[src/hdl/mhde_pkg.sv]
// Package for the MPEG header duration estimator.
// Holds widths, bitrate tables, the divisor lookup and the controller/datapath structs.
// Depends on nothing.
`timescale 1ns / 1ps
`default_nettype none

package mhde_pkg;

    localparam int FSIZE_W = 32;
    localparam int DUR_W = 23;
    localparam int DVS_W = 16;
    localparam int DIV_STEPS = FSIZE_W;
    localparam int CNT_W = $clog2(DIV_STEPS);

    localparam logic [7:0] SYNC_FIRST = 8'hFF;
    localparam logic [7:0] SYNC_MASK = 8'hE0;
    localparam logic [FSIZE_W-1:0] MIN_FILE_BYTES = 32'd128;

    // Eight bits per byte over 1000 bits per kilobit reduces to one over 125.
    localparam logic [DVS_W-1:0] KBPS_SCALE = 16'd125;

    localparam logic [1:0] VER_MPEG1 = 2'd3;
    localparam logic [1:0] VER_RESERVED = 2'd1;
    localparam logic [1:0] LAYER_RESERVED = 2'd0;
    localparam logic [1:0] LAYER_III = 2'd1;
    localparam logic [1:0] LAYER_II = 2'd2;
    localparam logic [3:0] IDX_FREE = 4'd0;
    localparam logic [3:0] IDX_BAD = 4'd15;

    localparam logic [8:0] RATE_V1_L3 [16] = '{
        9'd0, 9'd32, 9'd40, 9'd48, 9'd56, 9'd64, 9'd80, 9'd96,
        9'd112, 9'd128, 9'd160, 9'd192, 9'd224, 9'd256, 9'd320, 9'd0};
    localparam logic [8:0] RATE_V1_L2 [16] = '{
        9'd0, 9'd32, 9'd48, 9'd56, 9'd64, 9'd80, 9'd96, 9'd112,
        9'd128, 9'd160, 9'd192, 9'd224, 9'd256, 9'd320, 9'd384, 9'd0};
    localparam logic [8:0] RATE_V1_L1 [16] = '{
        9'd0, 9'd32, 9'd64, 9'd96, 9'd128, 9'd160, 9'd192, 9'd224,
        9'd256, 9'd288, 9'd320, 9'd352, 9'd384, 9'd416, 9'd448, 9'd0};
    localparam logic [8:0] RATE_V2 [16] = '{
        9'd0, 9'd8, 9'd16, 9'd24, 9'd32, 9'd40, 9'd48, 9'd56,
        9'd64, 9'd80, 9'd96, 9'd112, 9'd128, 9'd144, 9'd160, 9'd0};

    typedef struct packed {
        logic take;
        logic div_load;
        logic div_step;
        logic div_last;
    } ctl_cmd_t;

    typedef struct packed {
        logic header_hit;
        logic out_busy;
    } dp_status_t;

    // Returns the bitrate in kbit/s times 125, or zero for reserved fields or index 0 or 15.
    function automatic logic [DVS_W-1:0] rate_divisor(input logic [7:0] hdr,
                                                      input logic [7:0] br);
        logic [1:0] version;
        logic [1:0] layer;
        logic [3:0] idx;
        logic [8:0] kbps;
        version = hdr[4:3];
        layer = hdr[2:1];
        idx = br[7:4];
        if (version == VER_MPEG1)
        begin
            if (layer == LAYER_III)
            begin
                kbps = RATE_V1_L3[idx];
            end
            else if (layer == LAYER_II)
            begin
                kbps = RATE_V1_L2[idx];
            end
            else
            begin
                kbps = RATE_V1_L1[idx];
            end
        end
        else
        begin
            kbps = RATE_V2[idx];
        end
        if (version == VER_RESERVED || layer == LAYER_RESERVED || idx == IDX_FREE
            || idx == IDX_BAD)
        begin
            kbps = 9'd0;
        end
        return DVS_W'(DVS_W'(kbps) * KBPS_SCALE);
    endfunction

endpackage

`default_nettype wire

[src/hdl/mpeg_header_duration_estimator.sv]
// The scanner takes one file byte per cycle until it answers. After a valid frame header,
// the duration comes from a radix-2 restoring divider that forms one quotient bit per
// cycle; input stalls while it runs, until the result word appears. Input also stalls
// while an answer for an earlier file waits at the output. Bytes that follow an answer
// in the same file pass at one per cycle. Top level; uses mhde_pkg, mhde_ctrl, mhde_datapath.
`timescale 1ns / 1ps
`default_nettype none

module mpeg_header_duration_estimator
    import mhde_pkg::*;
(
    input  wire logic               clk,
    input  wire logic               rst_n,
    input  wire logic               cfg_valid,
    output logic                    cfg_ready,
    input  wire logic [FSIZE_W-1:0] file_size,
    input  wire logic               in_valid,
    output logic                    in_stall,
    input  wire logic [7:0]         data_byte,
    input  wire logic               last_byte,
    output logic                    out_valid,
    input  wire logic               out_stall,
    output logic [DUR_W-1:0]        duration_seconds,
    output logic                    header_found
);

    ctl_cmd_t   cmd;
    dp_status_t status;

    assign cfg_ready = 1'b1;

    mhde_ctrl u_ctrl (
        .clk      (clk),
        .rst_n    (rst_n),
        .in_valid (in_valid),
        .in_stall (in_stall),
        .status   (status),
        .cmd      (cmd)
    );

    mhde_datapath u_datapath (
        .clk              (clk),
        .rst_n            (rst_n),
        .cfg_valid        (cfg_valid),
        .cfg_data         (file_size),
        .data_byte        (data_byte),
        .last_byte        (last_byte),
        .cmd              (cmd),
        .status           (status),
        .out_valid        (out_valid),
        .out_stall        (out_stall),
        .duration_seconds (duration_seconds),
        .header_found     (header_found)
    );

endmodule

`default_nettype wire

[src/hdl/mhde_ctrl.sv]
// Controller of the MPEG header duration estimator.
// Sequences byte scanning and the iterative divider; uses mhde_pkg.
`timescale 1ns / 1ps
`default_nettype none

module mhde_ctrl
    import mhde_pkg::*;
(
    input  wire logic       clk,
    input  wire logic       rst_n,
    input  wire logic       in_valid,
    output logic            in_stall,
    input  wire dp_status_t status,
    output ctl_cmd_t        cmd
);

    typedef enum logic [1:0] {
        ST_SCAN = 2'b01,
        ST_DIV  = 2'b10
    } state_t;

    state_t state_reg;
    state_t state_next;
    logic [CNT_W-1:0] cnt_reg;
    logic [CNT_W-1:0] cnt_next;

    always_comb
    begin
        in_stall = (state_reg != ST_SCAN) || status.out_busy;
        cmd.take = in_valid && !in_stall;
        cmd.div_load = cmd.take && status.header_hit;
        cmd.div_step = (state_reg == ST_DIV);
        cmd.div_last = (state_reg == ST_DIV) && (cnt_reg == CNT_W'(DIV_STEPS - 1));
        state_next = state_reg;
        cnt_next = cnt_reg;
        unique case (state_reg)
            ST_SCAN:
            begin
                cnt_next = '0;
                if (cmd.div_load)
                begin
                    state_next = ST_DIV;
                end
            end
            ST_DIV:
            begin
                cnt_next = cnt_reg + 1'b1;
                if (cmd.div_last)
                begin
                    state_next = ST_SCAN;
                end
            end
            default:
            begin
                state_next = ST_SCAN;
            end
        endcase
    end

    always_ff @(posedge clk or negedge rst_n)
    begin
        if (!rst_n)
        begin
            state_reg <= ST_SCAN;
            cnt_reg <= '0;
        end
        else
        begin
            state_reg <= state_next;
            cnt_reg <= cnt_next;
        end
    end

endmodule

`default_nettype wire

[src/hdl/mhde_datapath.sv]
// Datapath of the MPEG header duration estimator.
// Holds the file size, the sync scanner, the restoring divider and the result register.
// Uses mhde_pkg.
`timescale 1ns / 1ps
`default_nettype none

module mhde_datapath
    import mhde_pkg::*;
(
    input  wire logic               clk,
    input  wire logic               rst_n,
    input  wire logic               cfg_valid,
    input  wire logic [FSIZE_W-1:0] cfg_data,
    input  wire logic [7:0]         data_byte,
    input  wire logic               last_byte,
    input  wire ctl_cmd_t           cmd,
    output dp_status_t              status,
    output logic                    out_valid,
    input  wire logic               out_stall,
    output logic [DUR_W-1:0]        duration_seconds,
    output logic                    header_found
);

    typedef enum logic [3:0] {
        PH_HUNT    = 4'b0001,
        PH_SYNC2   = 4'b0010,
        PH_BITRATE = 4'b0100,
        PH_FOURTH  = 4'b1000
    } phase_t;

    logic [FSIZE_W-1:0] file_size_reg;
    phase_t             phase_reg;
    phase_t             phase_next;
    logic [FSIZE_W-1:0] pos_reg;
    logic [FSIZE_W-1:0] pos_next;
    logic [FSIZE_W-1:0] pos_adv;
    logic [7:0]         hdr_reg;
    logic [7:0]         hdr_next;
    logic [7:0]         br_reg;
    logic [7:0]         br_next;
    logic               answered_reg;
    logic               answered_next;
    logic               emit_zero;
    logic               small_file;
    logic [DVS_W-1:0]   divisor;

    logic [DVS_W-1:0]   dvs_reg;
    logic [DVS_W-1:0]   rem_reg;
    logic [FSIZE_W-1:0] quo_reg;
    logic [DVS_W+1:0]   diff;
    logic               fits;
    logic [DVS_W-1:0]   rem_step;
    logic [FSIZE_W-1:0] quo_step;

    logic               out_valid_reg;
    logic [DUR_W-1:0]   dur_reg;
    logic               found_reg;

    assign small_file = (file_size_reg < MIN_FILE_BYTES);
    assign divisor = rate_divisor(hdr_reg, br_reg);
    assign pos_adv = (pos_reg == '1) ? pos_reg : pos_reg + 1'b1;

    assign status.header_hit = !answered_reg && !small_file && (phase_reg == PH_FOURTH)
                               && (divisor != '0);
    assign status.out_busy = out_valid_reg && !answered_reg;

    always_comb
    begin
        phase_next = phase_reg;
        pos_next = pos_reg;
        hdr_next = hdr_reg;
        br_next = br_reg;
        answered_next = answered_reg;
        emit_zero = 1'b0;
        if (cmd.take)
        begin
            if (!answered_reg)
            begin
                if (small_file)
                begin
                    emit_zero = 1'b1;
                end
                else
                begin
                    unique case (phase_reg)
                        PH_HUNT:
                        begin
                            if (pos_reg >= file_size_reg - 1'b1)
                            begin
                                emit_zero = 1'b1;
                            end
                            else
                            begin
                                pos_next = pos_adv;
                                if (data_byte == SYNC_FIRST)
                                begin
                                    phase_next = PH_SYNC2;
                                end
                            end
                        end
                        PH_SYNC2:
                        begin
                            pos_next = pos_adv;
                            if ((data_byte & SYNC_MASK) == SYNC_MASK)
                            begin
                                hdr_next = data_byte;
                                phase_next = PH_BITRATE;
                            end
                            else
                            begin
                                phase_next = PH_HUNT;
                            end
                        end
                        PH_BITRATE:
                        begin
                            pos_next = pos_adv;
                            br_next = data_byte;
                            phase_next = PH_FOURTH;
                        end
                        PH_FOURTH:
                        begin
                            pos_next = pos_adv;
                            phase_next = PH_HUNT;
                        end
                        default:
                        begin
                            phase_next = PH_HUNT;
                        end
                    endcase
                end
                if (last_byte && !status.header_hit)
                begin
                    emit_zero = 1'b1;
                end
                if (emit_zero || status.header_hit)
                begin
                    answered_next = 1'b1;
                end
            end
            if (last_byte)
            begin
                phase_next = PH_HUNT;
                pos_next = '0;
                answered_next = 1'b0;
            end
        end
    end

    // One quotient bit per cycle.
    always_comb
    begin
        diff = {1'b0, rem_reg, quo_reg[FSIZE_W-1]} - {2'b00, dvs_reg};
        fits = !diff[DVS_W+1];
        rem_step = fits ? diff[DVS_W-1:0] : {rem_reg[DVS_W-2:0], quo_reg[FSIZE_W-1]};
        quo_step = {quo_reg[FSIZE_W-2:0], fits};
    end

    always_ff @(posedge clk or negedge rst_n)
    begin
        if (!rst_n)
        begin
            file_size_reg <= '0;
            phase_reg <= PH_HUNT;
            pos_reg <= '0;
            answered_reg <= 1'b0;
            out_valid_reg <= 1'b0;
        end
        else
        begin
            if (cfg_valid)
            begin
                file_size_reg <= cfg_data;
            end
            phase_reg <= phase_next;
            pos_reg <= pos_next;
            answered_reg <= answered_next;
            if (emit_zero || cmd.div_last)
            begin
                out_valid_reg <= 1'b1;
            end
            else if (!out_stall)
            begin
                out_valid_reg <= 1'b0;
            end
        end
    end

    always_ff @(posedge clk)
    begin
        hdr_reg <= hdr_next;
        br_reg <= br_next;
        if (cmd.div_load)
        begin
            dvs_reg <= divisor;
            rem_reg <= '0;
            quo_reg <= file_size_reg;
        end
        else if (cmd.div_step)
        begin
            rem_reg <= rem_step;
            quo_reg <= quo_step;
        end
        if (emit_zero)
        begin
            dur_reg <= '0;
            found_reg <= 1'b0;
        end
        else if (cmd.div_last)
        begin
            dur_reg <= quo_step[DUR_W-1:0];
            found_reg <= 1'b1;
        end
    end

    assign out_valid = out_valid_reg;
    assign duration_seconds = dur_reg;
    assign header_found = found_reg;

endmodule

`default_nettype wire

[config.mk]
export PLATFORM = sky130hd
export DESIGN_NAME = mpeg_header_duration_estimator
export DESIGN_NICKNAME = d
export VERILOG_FILES = /design/src/hdl/mhde_pkg.sv /design/src/hdl/mpeg_header_duration_estimator.sv /design/src/hdl/mhde_ctrl.sv /design/src/hdl/mhde_datapath.sv
export SDC_FILE = /design/constraint.sdc
export NUM_CORES = 1
export LEC_CHECK = 0
export BUFFER_PORTS_ARGS = -buffer_cell sky130_fd_sc_hd__buf_4
export CAP_MARGIN = 40
export CORE_ASPECT_RATIO = 1.75
export CORE_UTILIZATION = 30
export CTS_CLUSTER_SIZE = 12
export DETAILED_ROUTE_END_ITERATION = 6
export PLACE_DENSITY = 0.46
export SLEW_MARGIN = 20
export SYNTH_ARGS = -nofsm -noshare
export SYNTH_HDL_FRONTEND = slang
export SYNTH_SLANG_ARGS = --single-unit
[constraint.sdc]
create_clock -name clk -period 11.7 [get_ports clk]
set_input_delay 0 -clock clk [delete_from_list [all_inputs] [get_ports clk]]
set_output_delay 0 -clock clk [all_outputs]
set_load 0.02 [all_outputs]
Word-level counts from Yosys, hierarchy flattened
Memories as Yosys holds them, arrays and structs flattened. Cells that the tools add are included.

Register bits: 178. Memory bits (read-only): 576. Logic and storage cells: 128. Memories: 4.

Memory list: (no name shown) (words 16, width 9, read ports 1, clocked after memory_dff 0, wr ports 0, RTL line mhde_pkg.sv:69) `kbps = RATE_V1_L3[idx];`; (no name shown) (words 16, width 9, read ports 1, clocked after memory_dff 0, wr ports 0, RTL line mhde_pkg.sv:73) `kbps = RATE_V1_L2[idx];`; (no name shown) (words 16, width 9, read ports 1, clocked after memory_dff 0, wr ports 0, RTL line mhde_pkg.sv:77) `kbps = RATE_V1_L1[idx];`; (no name shown) (words 16, width 9, read ports 1, clocked after memory_dff 0, wr ports 0, RTL line mhde_pkg.sv:82) `kbps = RATE_V2[idx];`.

$add $sub $neg: 4. $mul: 1. Order comparisons: 3. Eq/ne operators: 23. Muxes and demuxes: 45. Bitwise logic cells: 3. Reductions and logical operators: 31.

Operators by type and width (count): 2-to-1 mux 32 bit (7); 2-to-1 mux 9 bit (12); case mux 32 bit (2 select lines) (1); adder 32 x 1 -> 32 bit, second input constant (1); equality test 32 bit, second input constant (1); greater-or-equal comparator 32 bit (1); < comparator 32 x 8 -> 1 bit, second input constant (1); subtractor 32 x 1 -> 32 bit, second input constant (1); 2-to-1 mux 4 bit (5); subtractor 17 x 16 -> 18 bit (1); multiplier 9 x 7 -> 16 bit, second input constant (1); 2-to-1 mux 16 bit (1); nonzero test 16 bit (1); AND reduction 5 bit (3); 2-to-1 mux 1 bit (13); case mux 4 bit (3 select lines) (1); case mux 5 bit (2 select lines) (1); equality test 4 bit, second input constant (2); equality test 8 bit, second input constant (1); logical AND 1 bit (8); equality test 2 x 1 -> 1 bit, second input constant (3); equality test 2 bit, second input constant (3); logical OR 1 bit (6); != test 2 x 1 -> 1 bit, second input constant (3); 23 further kinds (32).

Depth between registers and ports, before layout
Gate-level depths: netlist (run 1).

Depth in word-level cells: 20. Gate-level depth with buffers: 28.

Cells and area by module
From an unflattened synthesis (run 1), not the netlist that was laid out.

Cells, all modules: 1053. Area total of the unflattened synthesis: 10607.7 µm².

Modules (own cells, without submodules): mhde_datapath (instances 1, cells an instance 1010, area each 10198.5 µm², sequential area each 4145.2 µm²); mhde_ctrl (instances 1, cells an instance 41, area each 397.9 µm², sequential area each 176.4 µm²); mpeg_header_duration_estimator (instances 1, cells an instance 2, area each 11.3 µm², sequential area each 0.0 µm²).

Worst setup path before layout (run 1)
No wires, ideal clock.

Kind: register to register. Start point: reg u_datapath.br_reg[4]. End point: reg u_datapath.quo_reg[0], enable pin. Setup time: 0.390 ns. Arrival: 6.913 ns. Setup slack: 4.397 ns. Stages on the path, launching flop included: 22. Clock period less this slack: 7.303 ns. Cell sequence: edfxtp_1 > inv_1 > ha_1 > nor3b_1 > a2111oi_4 > nor4b_1 > ha_1 > inv_1 > fa_1 > fa_1 > ha_1 > ha_1 > and3_1 > a221oi_1 > xnor2_1 > o21bai_1 > nor4_1 > a31oi_1 > and2_1 > buf_6 > buf_2 > or2_1.

Longest elaborated chain between the ends: 13. Elaborated cells on any way between the ends: 26. Classes of those cells: mul (1); eq/ne (1); mux (12); bitwise (1); reduce/logical (7); memory (4).

RTL lines: start: declaration (RTL line mhde_datapath.sv:39) `logic [7:0] br_reg;`; start signal: assignment (RTL line mhde_datapath.sv:191) `br_reg <= br_next;`; NOT 4 -> 5 bit (not written as such); memory (16 x 9 bit), on equally long branches; 2-to-1 mux 9 bit, on equally long branches (2 in series) (RTL line mhde_pkg.sv:77, mhde_pkg.sv:73); 2-to-1 mux 9 bit (RTL line mhde_pkg.sv:71) `else if (layer == LAYER_II)`; 2-to-1 mux 9 bit (RTL line mhde_pkg.sv:67) `if (layer == LAYER_III)`; 2-to-1 mux 9 bit (RTL line mhde_pkg.sv:65) `if (version == VER_MPEG1)`; 2-to-1 mux 9 bit * (RTL line mhde_pkg.sv:84) `if (version == VER_RESERVED || layer == LAYER_RESERVED || idx == IDX_FREE`; multiplier 9 x 7 -> 16 bit * (RTL line mhde_pkg.sv:89) `return DVS_W'(DVS_W'(kbps) * KBPS_SCALE);`; via u_datapath.divisor[12] (RTL line mhde_datapath.sv:45) `logic [DVS_W-1:0] divisor;`; nonzero test 16 bit * (RTL line mhde_datapath.sv:64) `&& (divisor != '0);`; logical AND 1 bit * (RTL line mhde_datapath.sv:64); logical AND 1 bit * (RTL line mhde_ctrl.sv:31) `cmd.div_load = cmd.take && status.header_hit;`; nonzero test 2 bit (no line) *; end signal: assignment (RTL line mhde_datapath.sv:196) `quo_reg <= file_size_reg;`; end signal: assignment (RTL line mhde_datapath.sv:201) `quo_reg <= quo_step;`; end: declaration (RTL line mhde_datapath.sv:49) `logic [FSIZE_W-1:0] quo_reg;`.

The timed path passes the listed nets; every way through them passes the cells marked *. The select of a mux whose other input is x is not followed. A chain may end at the register's enable or synchronous reset.

Worst setup path in the final report (run 1)
Start point: reg u_datapath.br_reg[4]. End point: reg u_datapath.quo_reg[5], enable pin.

Same word-level chain as after synthesis.

==> run_results.csv, run 1 <==
group,metric,value,unit
critical_path,worstPathRequired,11820,ps
drt,wl,28400,microns
run_status,status,"complete, no violations",
synthesis,yosysUniqueCellTypes,69,
synthesis,synth_nets,1218,
synthesis,synth_area_per_cell,9.96,sq um
global_route,grt_pass1_wl,45100,microns
cts,clkTransAtPathRegs,70,ps
synthesis,ys_ff_latch,170,
critical_path,startpoint_type,"register",
drt,wl_per_cell,17.3,microns
drt,drc,0,
sta,tightest_slew,842,ps
cells_and_area,drive_gt1_share,16.0,%
critical_path,max_stage_delay,580,ps
sta,period_share,67.9,%
floorplan,dieWidth,145,microns
critical_path,endpoint_kind,"register",
sta,final.min_clock_period,7950,ps
synthesis,ys_top_cells_by_area,"dfrtp_1 (18%), edfxtp_1 (15%), ha_1 (10%), dfxtp_1 (7.5%), mux2_4 (4.1%)",
cells_and_area,design_area,12700,sq um
placed_design,placed_area,11700,sq um
placed_design,place_congestion,0.809,
floorplan,row_count,91,
critical_path,crit_fanout,28,
synthesis,async_reset_ff_share,45.3,%
sta,rsz0062_at_grt,"no",
cts,numCtsBuffers,17,
synthesis,yosysSeqAreaShare,40.5,%
sta,setup-tns-final,0,ps
power_and_ir_drop,leakage,0.00526,uW
sta,setup_violations,0,
cts,cts_setup_buffers,0,
floorplan,dieArea,36400,sq um
sta,finalHoldViolations,0,
power_and_ir_drop,vdd_ir_drop_max,81.3,uV
sta,fmax,0.126,GHz
cells_and_area,n_fill_cell,3540,
critical_path,critPathMostFrequentCell,"inv_1",
cells_and_area,final_core_util,36.1,%
floorplan,core,35200,sq um
cells_and_area,antenna_cells,0,
drt,ant_nets,0,
critical_path,worst-setup-path-type,"register to register",
synthesis,synthFlopType,"dfrtp_1",
critical_path,slowest_stage,"a32oi_1",
critical_path,cp_cell_sequence,"inv_1, ha_1, nor3b_1, a2111oi_4, and3_1, a32oi_1, inv_1, fa_1, fa_1, inv_1, fa_1, inv_1, ha_1, ha_1, and3_1, a221oi_1, xnor2_1, o21bai_1, nor4_1, a31oi_1, and2_4, or2_1, buf_4",
min_path,min_path_type,"primary input to register",
cells_and_area,layout_commonest_cell,"nand2_1",
global_route,overflow,0,
floorplan,io_pins,73,
synthesis,synth_cells,1071,
synthesis,netlist.area_leader.share,17.6,%
global_route,grtUsageTotal,16.5,%
sta,worst_clock_skew,13.7,ps
drt,routed_via_density,5.01,
drt,vias,8241,
cts,clk_path_buf_depth,2,
cells_and_area,layout-area-overhead-vs-synth,18.9,%
sta,relSlewSlack,43.8,%
synthesis,ys.warnings.count,0,
global_route,grt_pass1_vias,8375,
flow_run,max-cap-violations,0,
global_route,antenna_found_initial,0,
synthesis,synth_edf_count,53,
placed_design,portBuffers,71,
sta,final-max-slew-violation-count,0,
cts,cts_sinks,170,
power_and_ir_drop,p_per_area,105,nW/um^2
cells_and_area,final_cell_mix,"nand2_1 (113), ha_1 (88), a21oi_1 (79), buf_4 (78), dfrtp_1 (75)",
synthesis,yosys.area.top_type,"dfrtp_1",
cts,cts_root_buf,"clkbuf_16",
drt,dr.pass1.iters,6,
cts,cts_tree,"yes",
drt,initialDrtViolationCount,351,
critical_path,worstPathArrival,8070,ps
synthesis,synthesis.area,10700,sq um
cells_and_area,nets,1314,
global_route,grt_max_degree,54,
floorplan,initial_core_util,30.3,%
placed_design,dp_hpwl,21900,microns
floorplan,die_h,252,microns
cts,clk_latency,450,ps
cts,htree_levels,4,
[worst max-delay path: cells and delay by family (launching register included)]
kind                       cells  cell delay [ps]
buffers and inverters          5              870
xor gates and xnor gates       1              190
DFF                            1              530
adders and majority gates      6             2430
AOI/OAI and AO/OA              5             1680
and+or+nand+nor                6             1900
[per-layer routing]
layer | share of wire (%) | track usage (%) | routed length, microns | up-vias
met3 | 2.2 | 2.37 | 634 | 40
met4 | 2.5 | 6.14 | 705 | 0
met2 | 58 | 32.9 | 16500 | 124
met1 | 37 | 16.5 | 10500 | 3991
met5 | 0 | 0 | 0 | -
li1 | - | - | - | 4086
[worst paths after layout]
path,start,endpoint,slack (ps),cells past startpoint
min reg2reg,u_datapath.duration_seconds[2]$_SDFFE_PP0P_,u_datapath.duration_seconds[2]$_SDFFE_PP0P_,460,2
min,cfg_valid,u_datapath.file_size_reg[0]$_DFFE_PN0P_,40,3
max reg2reg,u_datapath.br_reg[4]$_DFFE_PP_,u_datapath.quo_reg[5]$_DFFE_PP_,3750,23
min in group asynchronous,rst_n,u_datapath.file_size_reg[13]$_DFFE_PN0P_,70,2
max,u_datapath.br_reg[4]$_DFFE_PP_,u_datapath.quo_reg[5]$_DFFE_PP_,3750,23
max in group asynchronous,rst_n,u_datapath.pos_reg[2]$_DFFE_PN0P_,10650,3
[final cells by class]
type                       instances  area [sq um]  share of cell area [%]
clock buffer                      17           425                    3.35
clock inverter                    15           154                    1.21
inverter                          53           199                    1.57
multi-input combinational        799          5940                    46.8
sequential                       170          4320                    34.1
tap                              465           582                    4.58
timing repair buffer             126          1070                    8.45
[Yosys cell counts (15+ instances only)]
library cell / count
nor2_1: 65
mux2_2: 33
dfrtp_1: 75
and3_1: 15
edfxtp_1: 53
or4_1: 17
xor2_1: 20
nand2_1: 113
nand3_1: 22
a21oi_1: 79
mux2_4: 29
inv_1: 53
o21ai_0: 42
xnor2_1: 32
dfxtp_1: 40
nor3_1: 17
clkbuf_1: 31
ha_1: 88
or3_1: 25
nand4_1: 16
[metrics by stage]
step | setup slack (ps) | std cells | hold slack (ps) | total power (uW)
after floorplan | 4400 | 1071 | -296 | 722
after global placement | 3820 | 1565 | 22.6 | 774
after detailed placement | 3670 | 1569 | 28.1 | 777
after CTS | 3670 | 1645 | 18.2 | 1360
after global routing | 3240 | 1645 | 65.7 | 1390
final | 3750 | 1645 | 35.6 | 1330
[kinds of logic after synthesis]
| logic type | after synthesis | synth area share [%] |
|---|---|---|
| simple gates | 352 | 16.6 |
| xor+xnor | 52 | 4.27 |
| compound gates | 215 | 12.5 |
| mux | 78 | 9.22 |
| fa+ha+maj | 101 | 12.8 |
| other cells | 1 | 0.0351 |
| buf+inv | 102 | 4.08 |
| flops | 170 | 40.5 |
[report_power, final]
part	switching [uW]	leakage [uW]	internal (uW)
Clock	278	0.000287	284
Sequential	30.0	0.00168	623
Combinational	61.2	0.00329	57.0
[repair_timing]
| item | CTS | global route |
|---|---|---|
| resized for setup | 0 | 0 |
| endpoints found under the hold margin | 83 | 0 |
| hold buffers | 44 | 0 |
(Power assumes the default switching activity.)
==> inputs of run 2 (changes only) <==
PLACE_DENSITY = 0.48   (was 0.46)
clock period = 6.76 ns   (was 11.7 ns; I/O delays follow)
==> run 2 against run 1 <==
Clock power increased by 80%. Routed wire length increased by 0.40%. Non-clock buffer count increased by 23. Core utilization increased by 0.85 points. Critical endpoint is now u_datapath.quo_reg[1]$_DFFE_PP_. Total power increased by 76%. Clock-buffer cell count increased by 2. Sequential power increased by 73%. First-iteration DRC count decreased by 15%. Sequential share of layout area decreased by 0.78 points. Final cell count increased by 1.5%. Critical path depth increased by 2. Die area unchanged.
==> run_results.csv, run 2 (same netlist as run 1, synthesis figures left out) <==
group,metric,value,unit
drt,drc,0,
sta,period_share,95.6,%
cts,numCtsBuffers,17,
critical_path,crit_fanout,34,
power_and_ir_drop,p_per_area,181,nW/um^2
power_and_ir_drop,vdd_ir_drop_max,142,uV
critical_path,critPathMostFrequentCell,"ha_1",
floorplan,core,35200,sq um
cells_and_area,drive_gt1_share,18.0,%
cells_and_area,layout-area-overhead-vs-synth,21.7,%
critical_path,max_stage_delay,530,ps
cts,clkTransAtPathRegs,70,ps
power_and_ir_drop,leakage,0.00540,uW
global_route,grt_pass1_vias,8484,
sta,final.min_clock_period,6460,ps
cells_and_area,n_fill_cell,3533,
cells_and_area,design_area,13000,sq um
placed_design,dp_hpwl,21700,microns
critical_path,slowest_stage,"fa_1",
global_route,antenna_found_initial,2,
floorplan,io_pins,73,
global_route,grtUsageTotal,16.5,%
cts,cts_sinks,170,
cells_and_area,multiInputGateArea,5980,sq um
critical_path,worstPathRequired,6950,ps
global_route,grt_pass1_wl,45200,microns
cts,cts_root_buf,"clkbuf_16",
drt,initialDrtViolationCount,300,
critical_path,startpoint_type,"register",
drt,dr.pass1.iters,6,
cells_and_area,layout_commonest_cell,"nand2_1",
floorplan,dieArea,36400,sq um
sta,finalHoldViolations,0,
cells_and_area,final_cell_mix,"nand2_1 (113), buf_4 (98), ha_1 (87), a21oi_1 (79), dfrtp_1 (75)",
critical_path,r2r_setup_slack,300,ps
placed_design,placed_area,11800,sq um
critical_path,endpoint_kind,"register",
drt,wl_per_cell,17.1,microns
sta,setup-tns-final,0,ps
flow_run,max-cap-violations,0,
cts,cts_tree,"yes",
cells_and_area,regArea,4320,sq um
placed_design,place_congestion,0.851,
placed_design,portBuffers,71,
global_route,overflow,0,
sta,final-max-slew-violation-count,0,
sta,fmax,0.155,GHz
cts,htree_levels,4,
cts,clk_path_buf_depth,2,
floorplan,dieWidth,145,microns
drt,ant_nets,0,
min_path,min_path_type,"primary input to asynchronous set/reset pin",
cts,clk_latency,450,ps
floorplan,initial_core_util,30.3,%
critical_path,worstPathArrival,6650,ps
sta,setup_violations,0,
drt,wl,28500,microns
drt,routed_via_density,4.99,
sta,tightest_slew,746,ps
drt,vias,8327,
run_status,status,"complete, no violations",
cells_and_area,nets,1337,
sta,rsz0062_at_grt,"no",
global_route,grt_max_degree,53,
critical_path,worst-setup-path-type,"register to register",
sta,worst_clock_skew,16.5,ps
sta,relSlewSlack,49.9,%
floorplan,row_count,91,
floorplan,die_h,252,microns
==> run 2: worst max-delay path: cells and delay by family (launching register included) <==
kind | cells | cell delay (ps)
buffers and inverters | 5 | 770
AND/OR/NAND/NOR | 6 | 1340
XOR/XNOR | 2 | 460
adder cells (fa/ha/maj) | 6 | 1920
multiplexers | 1 | 360
AO/OA/AOI/OAI | 5 | 940
flip-flops | 1 | 390
==> run 2: cell type report <==
cell class,count,share of cell area (%)
multi-input cells,799,46.0
flip-flops and latches,170,33.3
repair buffers,149,10.1
well taps,465,4.48
clock buffers,19,3.33
inverters,53,1.53
clock inverters,13,1.25
diodes,1,0.0193
==> run 2: power breakdown <==
part	internal [uW]	switching [uW]	total, uW
clock network	557	454	1010
registers	1080	52.1	1130
logic	103	108	210
total	1740	613	2350
==> run 2: path summary, 6_finish.rpt <==
kind,start,endpoint,cells past startpoint
max,u_datapath.br_reg[4]$_DFFE_PP_,u_datapath.quo_reg[1]$_DFFE_PP_,25
min,rst_n,u_datapath.pos_reg[24]$_DFFE_PN0P_,2
max reg2reg,u_datapath.br_reg[4]$_DFFE_PP_,u_datapath.quo_reg[1]$_DFFE_PP_,25
min reg2reg,u_datapath.duration_seconds[17]$_SDFFE_PP0P_,u_datapath.duration_seconds[17]$_SDFFE_PP0P_,2
max in group asynchronous,rst_n,u_ctrl.state_reg[0]$_DFFE_PN1P_,4
min in group clk,cfg_valid,u_datapath.file_size_reg[1]$_DFFE_PN0P_,3
==> run 2: metrics by stage <==
step                instances  util (%)  setup WS (ps)  hold slack, ps  total power (uW)
floorplan                1071         -           58.8            -296              1250
global placement         1587      33.6           99.2           -42.9              1340
detailed placement       1589      33.7           66.4           -44.8              1350
CTS                      1665      36.6           46.5            11.1              2390
global route             1669      36.9           25.6            55.5              2450
finish                   1669      36.9            297            8.40              2350
==> run 2: metal layers <==
layer  wire length, microns  global-route usage, %  part of all wire, %
met3                    606                   2.43                  2.1
met1                  10600                   16.5                   37
met2                  16300                   32.3                   57
met4                    944                   7.55                  3.3
met5                     10                      0                0.035
==> run 2: repair_timing <==
| item | in CTS | in global routing |
|---|---|---|
| hold buffers | 44 | 0 |
| hold endpoints to repair | 70 | 0 |
| resized for setup | 0 | 13 |
| setup endpoints to repair | 0 | 65 |
| buffers inserted | 0 | 1 |
==> inputs of run 3 (changes only) <==
ABC_AREA = 1   (was unset)
CORE_ASPECT_RATIO = 0.8   (was 1.75)
==> run 3 against run 2 <==
Setup slack improved by 400 ps. Highest routed layer is now met4. Clock power about the same. Largest power group unchanged. Largest cell class unchanged. Clock skew increased by 4.0 ps. Design area is 5.9% higher. First-iteration DRC count up 49%.
==> run_results.csv, run 3 <==
group,metric,value,unit
sta,final-max-slew-violation-count,0,
cells_and_area,drive_gt1_share,14.2,%
critical_path,worst-path-buf-inv,5,
cells_and_area,layout_commonest_cell,"nand2_1",
min_path,min_path_type,"primary input to register",
sta,setup_violations,0,
critical_path,worstPathRequired,6890,ps
drt,vias,9516,
placed_design,placed_area,12700,sq um
sta,final.min_clock_period,6070,ps
min_path,holdPathEnd,"u_datapath.phase_reg[0]$_DFFE_PN1P_",
floorplan,io_pins,73,
cts,cts_tree,"yes",
critical_path,worstPathArrival,6190,ps
placed_design,dp_hpwl,21800,microns
floorplan,core,38400,sq um
sta,setup-tns-final,0,ps
synthesis,synthFlopType,"dfrtp_1",
drt,wl_per_cell,13.7,microns
cells_and_area,layout-area-overhead-vs-synth,17.5,%
drt,drc,0,
synthesis,synthesis.area,11700,sq um
synthesis,ys_top_cells_by_area,"dfrtp_1 (16%), edfxtp_1 (14%), nand2_1 (13%), ha_1 (9.4%), dfxtp_1 (6.8%)",
cells_and_area,nets,1734,
cts,clk_latency,460,ps
drt,ant_nets,0,
synthesis,synth_nets,1622,
floorplan,dieArea,39800,sq um
synthesis,synth.most_common_cell,"nand2_1",
global_route,antenna_found_initial,0,
power_and_ir_drop,leakage,0.00674,uW
power_and_ir_drop,vdd_ir_drop_max,135,uV
cts,cts_root_buf,"clkbuf_16",
sta,rsz0062_at_grt,"no",
sta,finalHoldViolations,0,
min_path,min_path_cells,3,
critical_path,rr_startpoint,"u_datapath.br_reg[6]$_DFFE_PP_",
global_route,grt_pass1_wl,47300,microns
synthesis,yosysUniqueCellTypes,55,
global_route,overflow,0,
cells_and_area,final_cell_mix,"nand2_1 (413), inv_1 (175), nor2_1 (137), ha_1 (88), buf_4 (84)",
cells_and_area,antenna_cells,0,
global_route,grt_pass1_vias,9263,
floorplan,row_count,64,
drt,wl,28600,microns
cells_and_area,n_fill_cell,4005,
cells_and_area,regArea,4320,sq um
cts,numCtsBuffers,17,
critical_path,r2r_end,"u_datapath.quo_reg[0]$_DFFE_PP_",
critical_path,startpoint_type,"register",
sta,worst_clock_skew,20.5,ps
synthesis,ys.warnings.count,0,
critical_path,max_stage_delay,580,ps
critical_path,slowest_stage,"edfxtp_1",
critical_path,r2r_setup_slack,690,ps
power_and_ir_drop,p_per_area,181,nW/um^2
critical_path,worst_r2r_path_depth,29,
critical_path,crit_fanout,32,
synthesis,synth_edf_count,53,
flow_run,max-cap-violations,0,
cells_and_area,design_area,13800,sq um
critical_path,critPathMostFrequentCell,"nand2_1",
cts,cts_sinks,170,
drt,initialDrtViolationCount,446,
cells_and_area,multiInputGateArea,6410,sq um
drt,wl_met2,13100,microns
synthesis,synth_common_cells,"nand2_1 (413), inv_1 (175), nor2_1 (137), ha_1 (88), dfrtp_1 (75)",
cts,clkTransAtPathRegs,80,ps
drt,routed_via_density,4.54,
drt,drt-met1-wl,14600,microns
global_route,grt_max_degree,66,
min_path,hold_start,"last_byte",
placed_design,place_congestion,0.858,
drt,met3_length,666,microns
drt,dr.pass1.iters,5,
run_status,status,"complete, no violations",
global_route,grtUsageTotal,15.0,%
synthesis,ys_ff_latch,170,
placed_design,portBuffers,71,
synthesis,async_reset_ff_share,45.3,%
synthesis,netlist.area_leader.share,16.0,%
floorplan,dieWidth,223,microns
cts,clk_path_buf_depth,2,
critical_path,endpoint_kind,"register",
floorplan,initial_core_util,30.5,%
floorplan,die_h,179,microns
critical_path,worst-setup-path-type,"register to register",
synthesis,synth_area_per_cell,7.94,sq um
drt,top_layer_used,"met4",
sta,period_share,89.7,%
critical_path,critPathTopFamily,"adder cells",
sta,fmax,0.165,GHz
synthesis,yosys.area.top_type,"dfrtp_1",
synthesis,synth_cells,1475,
cts,htree_levels,4,
sta,tightest_slew,586,ps
sta,relSlewSlack,60.9,%
synthesis,yosysSeqAreaShare,36.9,%
[run 3: cell types whose count changed after synthesis, sizes merged, moves of 13 or more]
cell | previous run | this run
and3 | 15 | 2
xor2 | 20 | 52
a211oi | 14 | 1
clkbuf | 31 | 15
nor2 | 65 | 168
inv | 53 | 184
xnor2 | 32 | 18
or3 | 25 | 0
nand2 | 113 | 424
o21ai | 54 | 105
a21oi | 80 | 39
or4 | 17 | 0
nand3 | 22 | 62
mux2 | 65 | 0
[run 3: worst max-delay path by stage]
stage               cells after the start  slack, ps                                to                           start
detailed placement                     30        400   u_datapath.quo_reg[2]$_DFFE_PP_  u_datapath.br_reg[4]$_DFFE_PP_
floorplan                              27        410   u_datapath.quo_reg[0]$_DFFE_PP_  u_datapath.br_reg[4]$_DFFE_PP_
CTS                                    30        380   u_datapath.quo_reg[1]$_DFFE_PP_  u_datapath.br_reg[4]$_DFFE_PP_
global placement                       29        500   u_datapath.quo_reg[2]$_DFFE_PP_  u_datapath.br_reg[6]$_DFFE_PP_
global route                           33         30  u_datapath.quo_reg[22]$_DFFE_PP_  u_datapath.br_reg[4]$_DFFE_PP_
finish                                 29        690   u_datapath.quo_reg[0]$_DFFE_PP_  u_datapath.br_reg[6]$_DFFE_PP_
[run 3: what timing repair did]
item | 4_1_cts | 5_1_grt
endpoints found under the setup margin | 0 | 59
endpoints found under the hold margin | 118 | 0
hold buffers | 42 | 0
gates resized for setup | 0 | 1
setup buffers | 0 | 7
[run 3: where the power goes]
| group | switching (uW) | internal (uW) | leakage [uW] | total [uW] |
|---|---|---|---|---|
| registers | 36.7 | 1090 | 0.00181 | 1130 |
| logic | 236 | 128 | 0.00464 | 364 |
| clock network | 500 | 500 | 0.000292 | 999 |
| total | 772 | 1720 | 0.00674 | 2490 |
[run 3: logic make-up after synthesis]
family,after synthesis,share of synthesized area (%)
fa+ha+maj,101,11.6
mux,23,1.97
xor+xnor,70,5.24
simple gates,725,27.2
buf+inv,221,8.36
other cells,1,0.0320
compound gates,164,8.65
flops,170,36.9
[run 3: metrics by stage]
stage / util (%) / std cells / total power [uW] / worst slack [ps] / hold slack [ps]
global placement: 33.0 / 2012 / 1500 / 501 / 192
finish: 35.9 / 2095 / 2490 / 693 / 21.8
global route: 35.9 / 2095 / 2630 / 26.9 / 43.6
floorplan: - / 1475 / 1400 / 409 / -296
detailed placement: 33.1 / 2014 / 1500 / 399 / 19.7
CTS: 35.7 / 2088 / 2530 / 381 / 10.5
[run 3: routing by layer]
| layer | GRT usage [%] | vias up |
|---|---|---|
| li1 | - | 5002 |
| met1 | 21.1 | 4410 |
| met2 | 24.0 | 84 |
| met3 | 2.54 | 20 |
| met4 | 3.45 | 0 |
| met5 | 0 | - |
[run 3: layout make-up]
class / instances / area share, %
multi-input cells: 1084 / 46.6
inverters: 184 / 5.07
repair buffers: 130 / 8.10
clock buffers: 17 / 3.09
clock inverters: 15 / 1.23
well taps: 495 / 4.50
flip-flops and latches: 170 / 31.4
[run 3: tightest hold or removal path: stages]
cell     delay [ps]
buf_4           220
nor2_1          140
o21ai_0         100
